`src/hdl/srtt_ram.sv`:
```
// ----------------------------------------------------------------------------
// srtt_ram: generic single-write, single-read synchronous RAM
// One write port and one read port; read data is registered.
// ----------------------------------------------------------------------------
module srtt_ram #(
	parameter int WIDTH = 8,
	parameter int DEPTH = 16
) (
	input  logic                     clk,
	input  logic                     we,
	input  logic [$clog2(DEPTH)-1:0] waddr,
	input  logic [WIDTH-1:0]         wdata,
	input  logic                     re,
	input  logic [$clog2(DEPTH)-1:0] raddr,
	output logic [WIDTH-1:0]         rdata
);

	logic [WIDTH-1:0] mem_q [DEPTH];

	always_ff @(posedge clk) begin
		if (we) begin
			mem_q[waddr] <= wdata;
		end
		if (re) begin
			rdata <= mem_q[raddr];
		end
	end

endmodule

```
`config.mk`:
```
export PLATFORM = sky130hd
export DESIGN_NAME = srtt_ram
export DESIGN_NICKNAME = d
export VERILOG_FILES = /design/src/hdl/srtt_ram.sv
export SDC_FILE = /design/constraint.sdc
export NUM_CORES = 1
export LEC_CHECK = 0
export BUFFER_PORTS_ARGS = -buffer_cell sky130_fd_sc_hd__buf_2
export CAP_MARGIN = 20
export CORE_UTILIZATION = 50
export CTS_BUF_LIST = sky130_fd_sc_hd__clkbuf_8
export CTS_CLUSTER_SIZE = 30
export DETAILED_ROUTE_END_ITERATION = 16
export HOLD_SLACK_MARGIN = 0.15
export PLACE_DENSITY = 0.67
export SLEW_MARGIN = 25
export SYNTH_ARGS = -nofsm -noshare
export SYNTH_HDL_FRONTEND = slang
export SYNTH_SLANG_ARGS = --single-unit
```
`constraint.sdc`:
```
create_clock -name clk -period 5.3 [get_ports clk]
set_clock_uncertainty 0.1 [all_clocks]
set_input_delay 0.795 -clock clk [delete_from_list [all_inputs] [get_ports clk]]
set_output_delay 0.795 -clock clk [all_outputs]
set_load 0.005 [all_outputs]
```
# == Yosys cells after proc, flatten, opt, wreduce, memory -nomap -nowiden ==
# Memory sizes are Yosys's and may differ from the RTL's. A register that Yosys moved wholly into a read port is not among the register bits.
# Cells that the tools add are included.
# classes
muxes,2
# op_table
operator,count
two-way mux 1 bit,2
# word_totals
reg_bits,0
mem_bits_rw,128
out_inout_bits,8
wordCells,3
memories,1
# mem_list
name,words,word_bits,rd,rd_clocked_by_memory_dff,wr,line,source
mem_q,16,8,1,1,1,18,logic [WIDTH-1:0] mem_q [DEPTH];

# == Logic depth before layout (Yosys ltp) ==
# Gate-level depths: netlist (run 1).
# logic_depth
ltp_word,2
mapped_depth,5
mapped_depth_nobuf,3

# == Worst setup path before layout (run 1) ==
# Ideal clock, no wire load.
# synth_timing
path_type,input -> register
startpoint,input waddr[2]
endpoint,"memory mem_q[0][0], enable pin"
setup_time_ns,0.383
arrival_time_ns,1.905
slack_ns,2.912
path_stages,2
path_buffers,0
cell_sequence,or3b_2 -> nor3_1
# synth_lines
item,line,source
from (decl),11,"input logic [$clog2(DEPTH)-1:0] waddr,"
to (decl),18,
# Straight into the memory's write port.

==> metrics.txt, run 1 <==
status finished clean; Sequential Power Share 55.2%; gpl congestion 0.712; LEAKAGE 0.00194 uW; crit-path max FO 32; H-tree depth 4; Worst Min Path Start mem_q[4][0]; WP data arrival 2290 ps; total of fill cells in the finished design 705; CP peak stage delay 630 ps; Layout Utilization 59.3%; Reg2Reg Setup Slack 3700 ps; Fin Setup TNS 0 ps; cell count after synthesis 229; worst-case hold path end point rdata[0]; CP max stage cell mux4_1; clock power share 40.1%; post_cts resized 0; gr usage total 19.8%; Multi-input gate area 1090 um2; Hold/Removal Path Class reg2reg; Area growth syn-to-layout 12.9%; hold path depth 3; Die ar. 10,900 um2; CTS root buffer clkbuf_8; largest net degree at the start of global routing 33; IO Port Bufs 26; internal power 1760 uW; vias in the first global route 2,402; Initial Utilization 52.5%; Slew Viols, Final 0; P_sw 445 uW; Worst IR Drop VDD 0.219 mV; Clock Tree Buf Depth 2; share of layout cells above drive strength 1 30.1%; Final #Nets 285; Avg Cell Area, Syn 22.8 um2; DRT antenna net count 0; total CTS buffers 17; Comb power frac 4.7%; cts hold-fix bufs 0; Top delay family on crit path multiplexers; MaxCap Viol Count 0; vias per cell 5.94; CTS tree done; power per cell area 373 nW/um2; hold_ws 644 ps; DR DRC count 0; RSZ-0062 raised after global routing no; startpoint types input pin; Reg area 4080 um2; switching share of power 20.2%; total setup buffers inserted after CTS 0; Worst EP required 5360 ps; Die Ht 104 um; setup slack after layout 3080 ps; Ports 27; Synth warnings 0; first-pass GRT wire length 14,600 um; Post-Route WL 10,100 um; hpwl dp 5880 um; Rows 36; antenna violations before repair 0; ANT cells 0; Yosys cell types 18; Synth Register Bits 136; Reg2Reg Depth 3; worst slew pin tran 1120 ps; Die Wd 104 um; CTS sink count 136; worst-skew pair later-pin latency 420 ps; clk slew on worst S/H paths 70 ps; dpl ws 2260 ps; critical path class in2reg; vias post-DR 2,449; Final setup viols 0; DR WL/cell 24.4 um; Hold Fails Final Rpt 0; total grt overflow 0; Final period util 42.0%; Core Area 9950 um2; synthesized area 5230 um2; CP Capture Type register; WP buf/inv 1; FF-to-FF Start mem_q[9][4]; worst-path cell chain buf_4 -> mux4_1 -> a22oi_1 -> nand2_1; Worst R2R End rdata[4]; drt initial violations 267; sequential-to-total area share from yosys stat 78.1%; fmax 450 MHz; Slew headroom 25.0%; router iterations before antenna repair 4; Net Count, Synth 248; min cycle time layout 2220 ps
[metal layers]
metal | vias to the layer above | part of all wire, % | track usage (%)
met5 | - | 0 | 0
met4 | 0 | 1.6 | 8.67
met3 | 15 | 5.6 | 5.70
met2 | 91 | 48 | 30.1
met1 | 1287 | 45 | 27.1
li1 | 1056 | - | -
[area by class of cell]
type,count,area share [%]
flip-flops and latches,136,69.2
repair buffers,28,2.50
multi-input cells,83,18.4
clock inverters,15,3.14
well taps,133,2.82
clock buffers,17,3.96
[tightest hold or removal path, delay by kind of cell, from the launching register on]
kind	cells	cell delay, ps
flops	1	320
simple gates	1	60
mux	1	210
compound gates	1	60
[worst max path at each step]
stage,start,slack (ps),depth (start not counted),end
2_1_floorplan,waddr[2],2910,2,mem_q[0][0]
3_3_place_gp,raddr[0],2250,4,rdata[4]
3_5_place_dp,raddr[0],2260,4,rdata[4]
4_1_cts,raddr[0],2730,4,rdata[4]
5_1_grt,raddr[0],2970,4,rdata[4]
6_report,raddr[0],3080,4,rdata[4]
[synthesized netlist by cell type]
cell type	count	area [um2]
a22oi_1	16	120
and2_1	1	6.26
and2b_1	1	7.51
buf_2	3	15.0
buf_4	1	7.51
buf_6	3	33.8
clkdlybuf4s25_2	3	30.0
edfxtp_1	136	4080
mux4_1	14	368
mux4_2	18	405
nand2_1	9	33.8
nand2b_1	2	12.5
nand3_1	1	5.00
nand3b_1	2	15.0
nor2_1	13	48.8
nor2b_1	1	6.26
nor3_1	4	20.0
or3b_2	1	8.76
[kinds of logic (layout without fill, tap and decap cells)]
logic type	count (synthesis)	count (layout)	share of synthesized area, %
compound gates	16	16	2.30
buf+inv	10	60	1.65
simple gates	35	35	3.14
flops	136	136	78.1
mux	32	32	14.8
[placed cells by master, fill, tap and decap left out, types with 2 or more instances in the layout]
| cell | instances |
|---|---|
| clkinvlp_4 | 2 |
| nor3_1 | 2 |
| nand3b_1 | 2 |
| clkinv_2 | 5 |
| clkbuf_8 | 17 |
| nand2b_1 | 2 |
| nor2_2 | 5 |
| buf_4 | 3 |
| mux4_1 | 14 |
| clkinv_4 | 2 |
| nor2_1 | 8 |
| buf_2 | 25 |
| mux4_2 | 18 |
| bufinv_16 | 4 |
| nand2_1 | 9 |
| edfxtp_1 | 136 |
| a22oi_1 | 16 |
[registers in the layout (all words and copies together) (netlist names)]
register / flops
rdata: 8
mem_q: 128
[power groups by stage]
stage	combinational [uW]	sequential [uW]	clock (uW)
finish	104	1220	883
CTS	104	1220	896
global route	113	1220	937
floorplan	61.2	1240	0
detailed placement	104	1240	0
global placement	102	1240	0
[through the flow]
stage / power, uW / cell area, um2 / std cells
after floorplan: 1300 / 5230 / 229
after global placement: 1340 / 5460 / 380
after detailed placement: 1350 / 5480 / 380
after CTS: 2220 / 5900 / 412
after global routing: 2270 / 5900 / 412
final: 2200 / 5900 / 412
(Power assumes the default switching activity.)
==> inputs of run 2 (changes only) <==
- PLACE_DENSITY: 0.67 -> 0.7
- clock period: 5.3 -> 2 ns (I/O delays scaled with it)
==> run 2 against run 1 <==
Against the previous run:
- hold slack worse by 470 ps
- die area unchanged
- register-to-register slack worse by 3300 ps
- sequential share of layout area down 2.4 points
- design area up 3.6%
- critical endpoint is now rdata[0]
- largest power group unchanged
==> metrics.txt, run 2 (synthesized netlist as in run 1, its figures left out) <==
startpoint types register; DR WL/cell 21.6 um (-12%); Die Wd 104 um (unchanged); Biggest register mem_q; antenna violations before repair 0 (unchanged); IO Port Bufs 26 (unchanged); gpl congestion 0.784 (+10%); Core Area 9950 um2 (unchanged); DR DRC count 0 (unchanged); Hold Fails Final Rpt 0 (unchanged); Area growth syn-to-layout 17.0%; Placed Instance Area 5660 um2 (+3.3%); CP Capture Type register; vias post-DR 2,451 (+0.082%); fmax 615 MHz; clk slew on worst S/H paths 70 ps (about the same); hpwl dp 6320 um (+7.3%); Sequential Power Share 54.6% (-0.6 points); worst slew pin tran 404 ps (-717 ps); LEAKAGE 0.00208 uW (+7.2%); Die Ht 104 um (unchanged); total of fill cells in the finished design 685 (-2.8%); commonest non-fill, non-tap cell in the layout edfxtp_1; largest net degree at the start of global routing 17 (-48%); Hold/Removal Path Class in2reg; RSZ-0062 raised after global routing no; P_sw 1110 uW (+150%); worst-skew pair later-pin latency 420 ps (about the same); CTS sink count 136 (unchanged); dpl cells 402 (+5.8%); Final Cell Area 6120 um2 (+3.6%); Post-Layout Cell Count 436 (+5.8%); biggest regs mem_q: 128 flops, rdata: 8 flops; gr usage total 19.3% (-0.58 points); Initial Utilization 52.5% (unchanged); router iterations before antenna repair 4 (unchanged); Fin Setup TNS 0 ps (unchanged); vias in the first global route 2,599 (+8.2%); most frequent cells in the layout edfxtp_1 (136), buf_2 (26), buf_4 (21); Ports 27 (unchanged); Worst IR Drop VDD 0.399 mV (+82%); crit-path max FO 1 (-97%); total grt overflow 0 (unchanged); Slew headroom 73.1% (+48 points); Final period util 81.4%; MaxCap Viol Count 0 (unchanged); ANT cells 0 (unchanged); Slew Viols, Final 0 (unchanged); Reg area 4080 um2 (unchanged); Final setup viols 0 (unchanged); Die ar. 10,900 um2 (unchanged); status finished clean; DRT antenna net count 0 (unchanged); cts hold-fix bufs 4 (+4); Multi-input gate area 1060 um2 (-2.6%); Worst EP required 2060 ps (-3300 ps); Comb power frac 5.1% (+0.4 points); share of layout cells above drive strength 1 31.0% (+0.92 points); vias per cell 5.62 (-5.4%); Clock Tree Buf Depth 2 (unchanged); power per cell area 965 nW/um2 (+160%); CTS tree done; critical path class reg2reg; Final #Nets 311 (+9.1%); total CTS buffers 17 (unchanged); drt initial violations 175 (-34%); clock power share 40.2% (about the same); first-pass GRT wire length 14,900 um (+2.0%); max FFs per register 128 (unchanged); WP data arrival 1690 ps (-600 ps); total setup buffers inserted after CTS 0 (unchanged); switching share of power 18.8% (-1.4 points); Rows 36 (unchanged); CTS root buffer clkbuf_8; H-tree depth 4 (unchanged); post_cts resized 0 (unchanged); hold_ws 172 ps (-472 ps); Post-Route WL 9410 um (-6.5%); internal power 4790 uW (+170%); min cycle time layout 1630 ps
==> run 2: path summary, 6_finish.rpt <==
path | startpoint | endpoint | slack (ps) | depth (start not counted)
min | wdata[7] | mem_q[2][7] | 170 | 1
max | mem_q[5][0] | rdata[0] | 370 | 3
min reg2reg | mem_q[15][5] | rdata[5] | 640 | 3
max reg2reg | mem_q[5][0] | rdata[0] | 370 | 3
==> run 2: area by class of cell <==
| class | count | area share [%] |
|---|---|---|
| Clock inverter | 13 | 3.05 |
| Clock buffer | 17 | 3.83 |
| Sequential cell | 136 | 66.8 |
| Tap cell | 133 | 2.72 |
| Timing Repair Buffer | 54 | 6.34 |
| Multi-Input combinational cell | 83 | 17.3 |
==> run 2: worst max-delay path, stage by stage, from the launching register on <==
cell	delay (ps)
edfxtp_1	370
mux4_1	540
a22oi_1	270
nand2_1	90
==> run 2: stage by stage <==
step	total power (uW)	utilization (%)	worst slack (ps)
floorplan	3450	-	107
global placement	3580	56.8	42.1
detailed placement	3590	56.8	37.7
CTS	5950	61.4	373
global route	6090	61.4	312
finish	5900	61.4	373
==> run 2: power by group through the flow <==
stage          sequential, uW  clock (uW)  combinational, uW
2_1_floorplan            3280           0                162
3_5_place_dp             3290           0                301
5_1_grt                  3230        2530                328
6_report                 3220        2370                304
4_1_cts                  3230        2410                308
3_3_place_gp             3280           0                292
==> run 2: metal layers <==
metal / vias to the layer above / part of all wire [%] / GRT usage [%]
met5: - / 0 / 0
met4: 0 / 1.1 / 7.35
met3: 10 / 4.9 / 4.01
met2: 83 / 52 / 31.4
met1: 1255 / 42 / 25.8
li1: 1103 / - / -
==> inputs of run 3 (changes only) <==
- clock period: 2 -> 1.33 ns (I/O delays scaled with it)
==> run 3 against run 2 <==
Against the previous run:
- the flow now finishes with violations (setup timing)
- register-to-register slack got worse by 600 ps
- via count is 2.9% higher
- worst setup slack worse by 600 ps
- sequential cell count unchanged
- clock power rose by 47%
- total power rose by 50%
- sequential share of layout area is 2.1 points lower
- hold slack improved by 64 ps
- combinational power increased by 78%
- wire length grew 3.3%
- global-route usage grew 0.73 points
- critical endpoint unchanged
- largest cell class unchanged
==> metrics.txt, run 3 (synthesized netlist as in run 1, its figures left out) <==
status finished with violations; failing checks setup timing; DR DRC count 0 (unchanged); dpl cells 409 (+1.7%); total CTS buffers 17 (unchanged); Post-Route WL 9720 um (+3.3%); Comb power frac 6.1% (+1.0 points); Die Ht 104 um (unchanged); GR peak layer met2; DR WL/cell 21.7 um (+0.36%); Die ar. 10,900 um2 (unchanged); Area growth syn-to-layout 20.7%; Final setup viols 8 (+8); LEAKAGE 0.00209 uW (+0.60%); fmax 642 MHz (+4.4%); grt met3 use 5.33% (+1.3 points); Rows 36 (unchanged); ANT cells 0 (unchanged); worst slew pin tran 879 ps (+476 ps); gr usage total 20.0% (+0.73 points); min cycle time layout 1560 ps (-68.8 ps); Worst IR Drop VDD 0.581 mV (+46%); CP max stage cell mux4_2; FF-to-FF Start mem_q[2][0]; Layout Utilization 63.4% (+2.0 points); Ports 27 (unchanged); Slew headroom 41.3% (-32 points); hpwl dp 6260 um (-0.88%); CTS sink count 136 (unchanged); Reg2Reg Depth 3 (unchanged); Initial Utilization 52.5% (unchanged); crit-path max FO 1 (unchanged); gpl congestion 0.724 (-7.6%); Biggest register mem_q; WP data arrival 1620 ps (-70 ps); Post-Layout Cell Count 449 (+3.0%); CTS tree done; setup slack after layout -228 ps (-601 ps); Sequential Power Share 54.7% (about the same); Slew Viols, Final 0 (unchanged); router iterations before antenna repair 4 (unchanged); critical path class reg2reg; Final Cell Area 6310 um2 (+3.2%); worst-path cell chain mux4_2 -> a22oi_2 -> nand2_1; internal power 7090 uW (+48%); vias post-DR 2,521 (+2.9%); Hold/Removal Path Class in2reg; share of layout cells above drive strength 1 43.4% (+12 points); Placed Instance Area 5760 um2 (+1.8%); CP peak stage delay 490 ps (-50 ps); DRT antenna net count 0 (unchanged); commonest non-fill, non-tap cell in the layout edfxtp_1; clock power share 39.2% (-1.0 points); CP Capture Type register; worst-skew pair later-pin latency 420 ps (about the same); Core Area 9950 um2 (unchanged); Clock Tree Buf Depth 2 (unchanged); power per cell area 1400 nW/um2 (+46%); vias in the first global route 2,589 (-0.38%); Hold Fails Final Rpt 0 (unchanged); RSZ-0062 raised after global routing yes; CTS root buffer clkbuf_8; Worst EP required 1390 ps (-670 ps); clk slew on worst S/H paths 70 ps (about the same); total grt overflow 0 (unchanged); most frequent cells in the layout edfxtp_1 (136), mux4_2 (32), buf_2 (26); total setup buffers inserted after CTS 0 (unchanged); Reg2Reg Setup Slack -230 ps (-600 ps); MaxCap Viol Count 0 (unchanged); crit path to rdata[0]; max FFs per register 128 (unchanged); IO Port Bufs 26 (unchanged); P_sw 1770 uW (+60%); Final #Nets 323 (+3.9%); CP startpoint mem_q[2][0]; vias per cell 5.61 (-0.12%); switching share of power 20.0% (+1.2 points); biggest regs mem_q: 128 flops, rdata: 8 flops; antenna violations before repair 0 (unchanged); Worst R2R End rdata[0]; drt initial violations 221 (+26%); first-pass GRT wire length 15,100 um (+1.5%); H-tree depth 4 (unchanged); largest net degree at the start of global routing 22 (+5); M1 GR Usage 27.0% (+1.2 points); Final period util 117% (+36 points); met2 Use GR 31.8% (+0.38 points); Die Wd 104 um (unchanged); startpoint types register
-- run 3: cell count changes in the layout (fill, tap and decap cells not counted), sizes merged --
cell | before | now
buf | 50 | 57
bufinv | 5 | 4
clkinvlp | 1 | 4
dlygate4sd3 | 4 | 9
inv | 1 | 0
-- run 3: worst min path at each step --
stage	start	to	slack, ps	cells after the start
after global placement	re	rdata[0]	470	1
after detailed placement	re	rdata[0]	480	1
after floorplan	wdata[0]	mem_q[0][0]	200	0
final	waddr[1]	mem_q[0][2]	240	3
after global routing	waddr[1]	mem_q[0][2]	220	3
after CTS	waddr[1]	mem_q[0][4]	200	3
-- run 3: layout make-up --
type / instances / area [um2]
Clock buffer: 17 / 234
Clock inverter: 14 / 183
Fill cell: 668 / 3640
Multi-Input combinational cell: 83 / 1090
Sequential cell: 136 / 4080
Tap cell: 133 / 166
Timing Repair Buffer: 66 / 553
-- run 3: power by group through the flow --
| stage | Sequential [uW] | Combinational, uW | Clock (uW) |
|---|---|---|---|
| final | 4850 | 542 | 3480 |
| after global routing | 4850 | 586 | 3720 |
| after global placement | 4940 | 494 | 0 |
| after CTS | 4850 | 547 | 3550 |
| after floorplan | 4940 | 270 | 0 |
| after detailed placement | 4940 | 507 | 0 |
-- run 3: metrics by stage --
stage          total power [uW]  setup slack [ps]  setup TNS (ps)  hold WS, ps
4_1_cts                    8950              -200           -1250          203
3_3_place_gp               5430              -563          -12110          473
2_1_floorplan              5210              -170           -1930          198
3_5_place_dp               5450              -593          -14480          481
5_1_grt                    9160              -262           -1620          225
6_report                   8870              -228           -1170          236
-- run 3: what timing repair did --
item / in CTS / in global routing
hold buffers: 9 / 0
resized for setup: 9 / 2
endpoints found under the setup margin: 9 / 9
hold endpoints to repair: 136 / 0
pin swaps: 3 / 2
-- run 3: critical path: cells and delay by family (launching register included) --
| family | cells | cell delay, ps |
|---|---|---|
| and+or+nand+nor | 1 | 110 |
| DFF | 1 | 400 |
| AOI/OAI and AO/OA | 1 | 210 |
| muxes | 1 | 490 |
-- run 3: routing by layer --
layer / part of all wire, % / vias up
li1: - / 1114
met1: 42 / 1314
met2: 52 / 89
met3: 5.8 / 4
met4: 0.64 / 0
met5: 0 / -
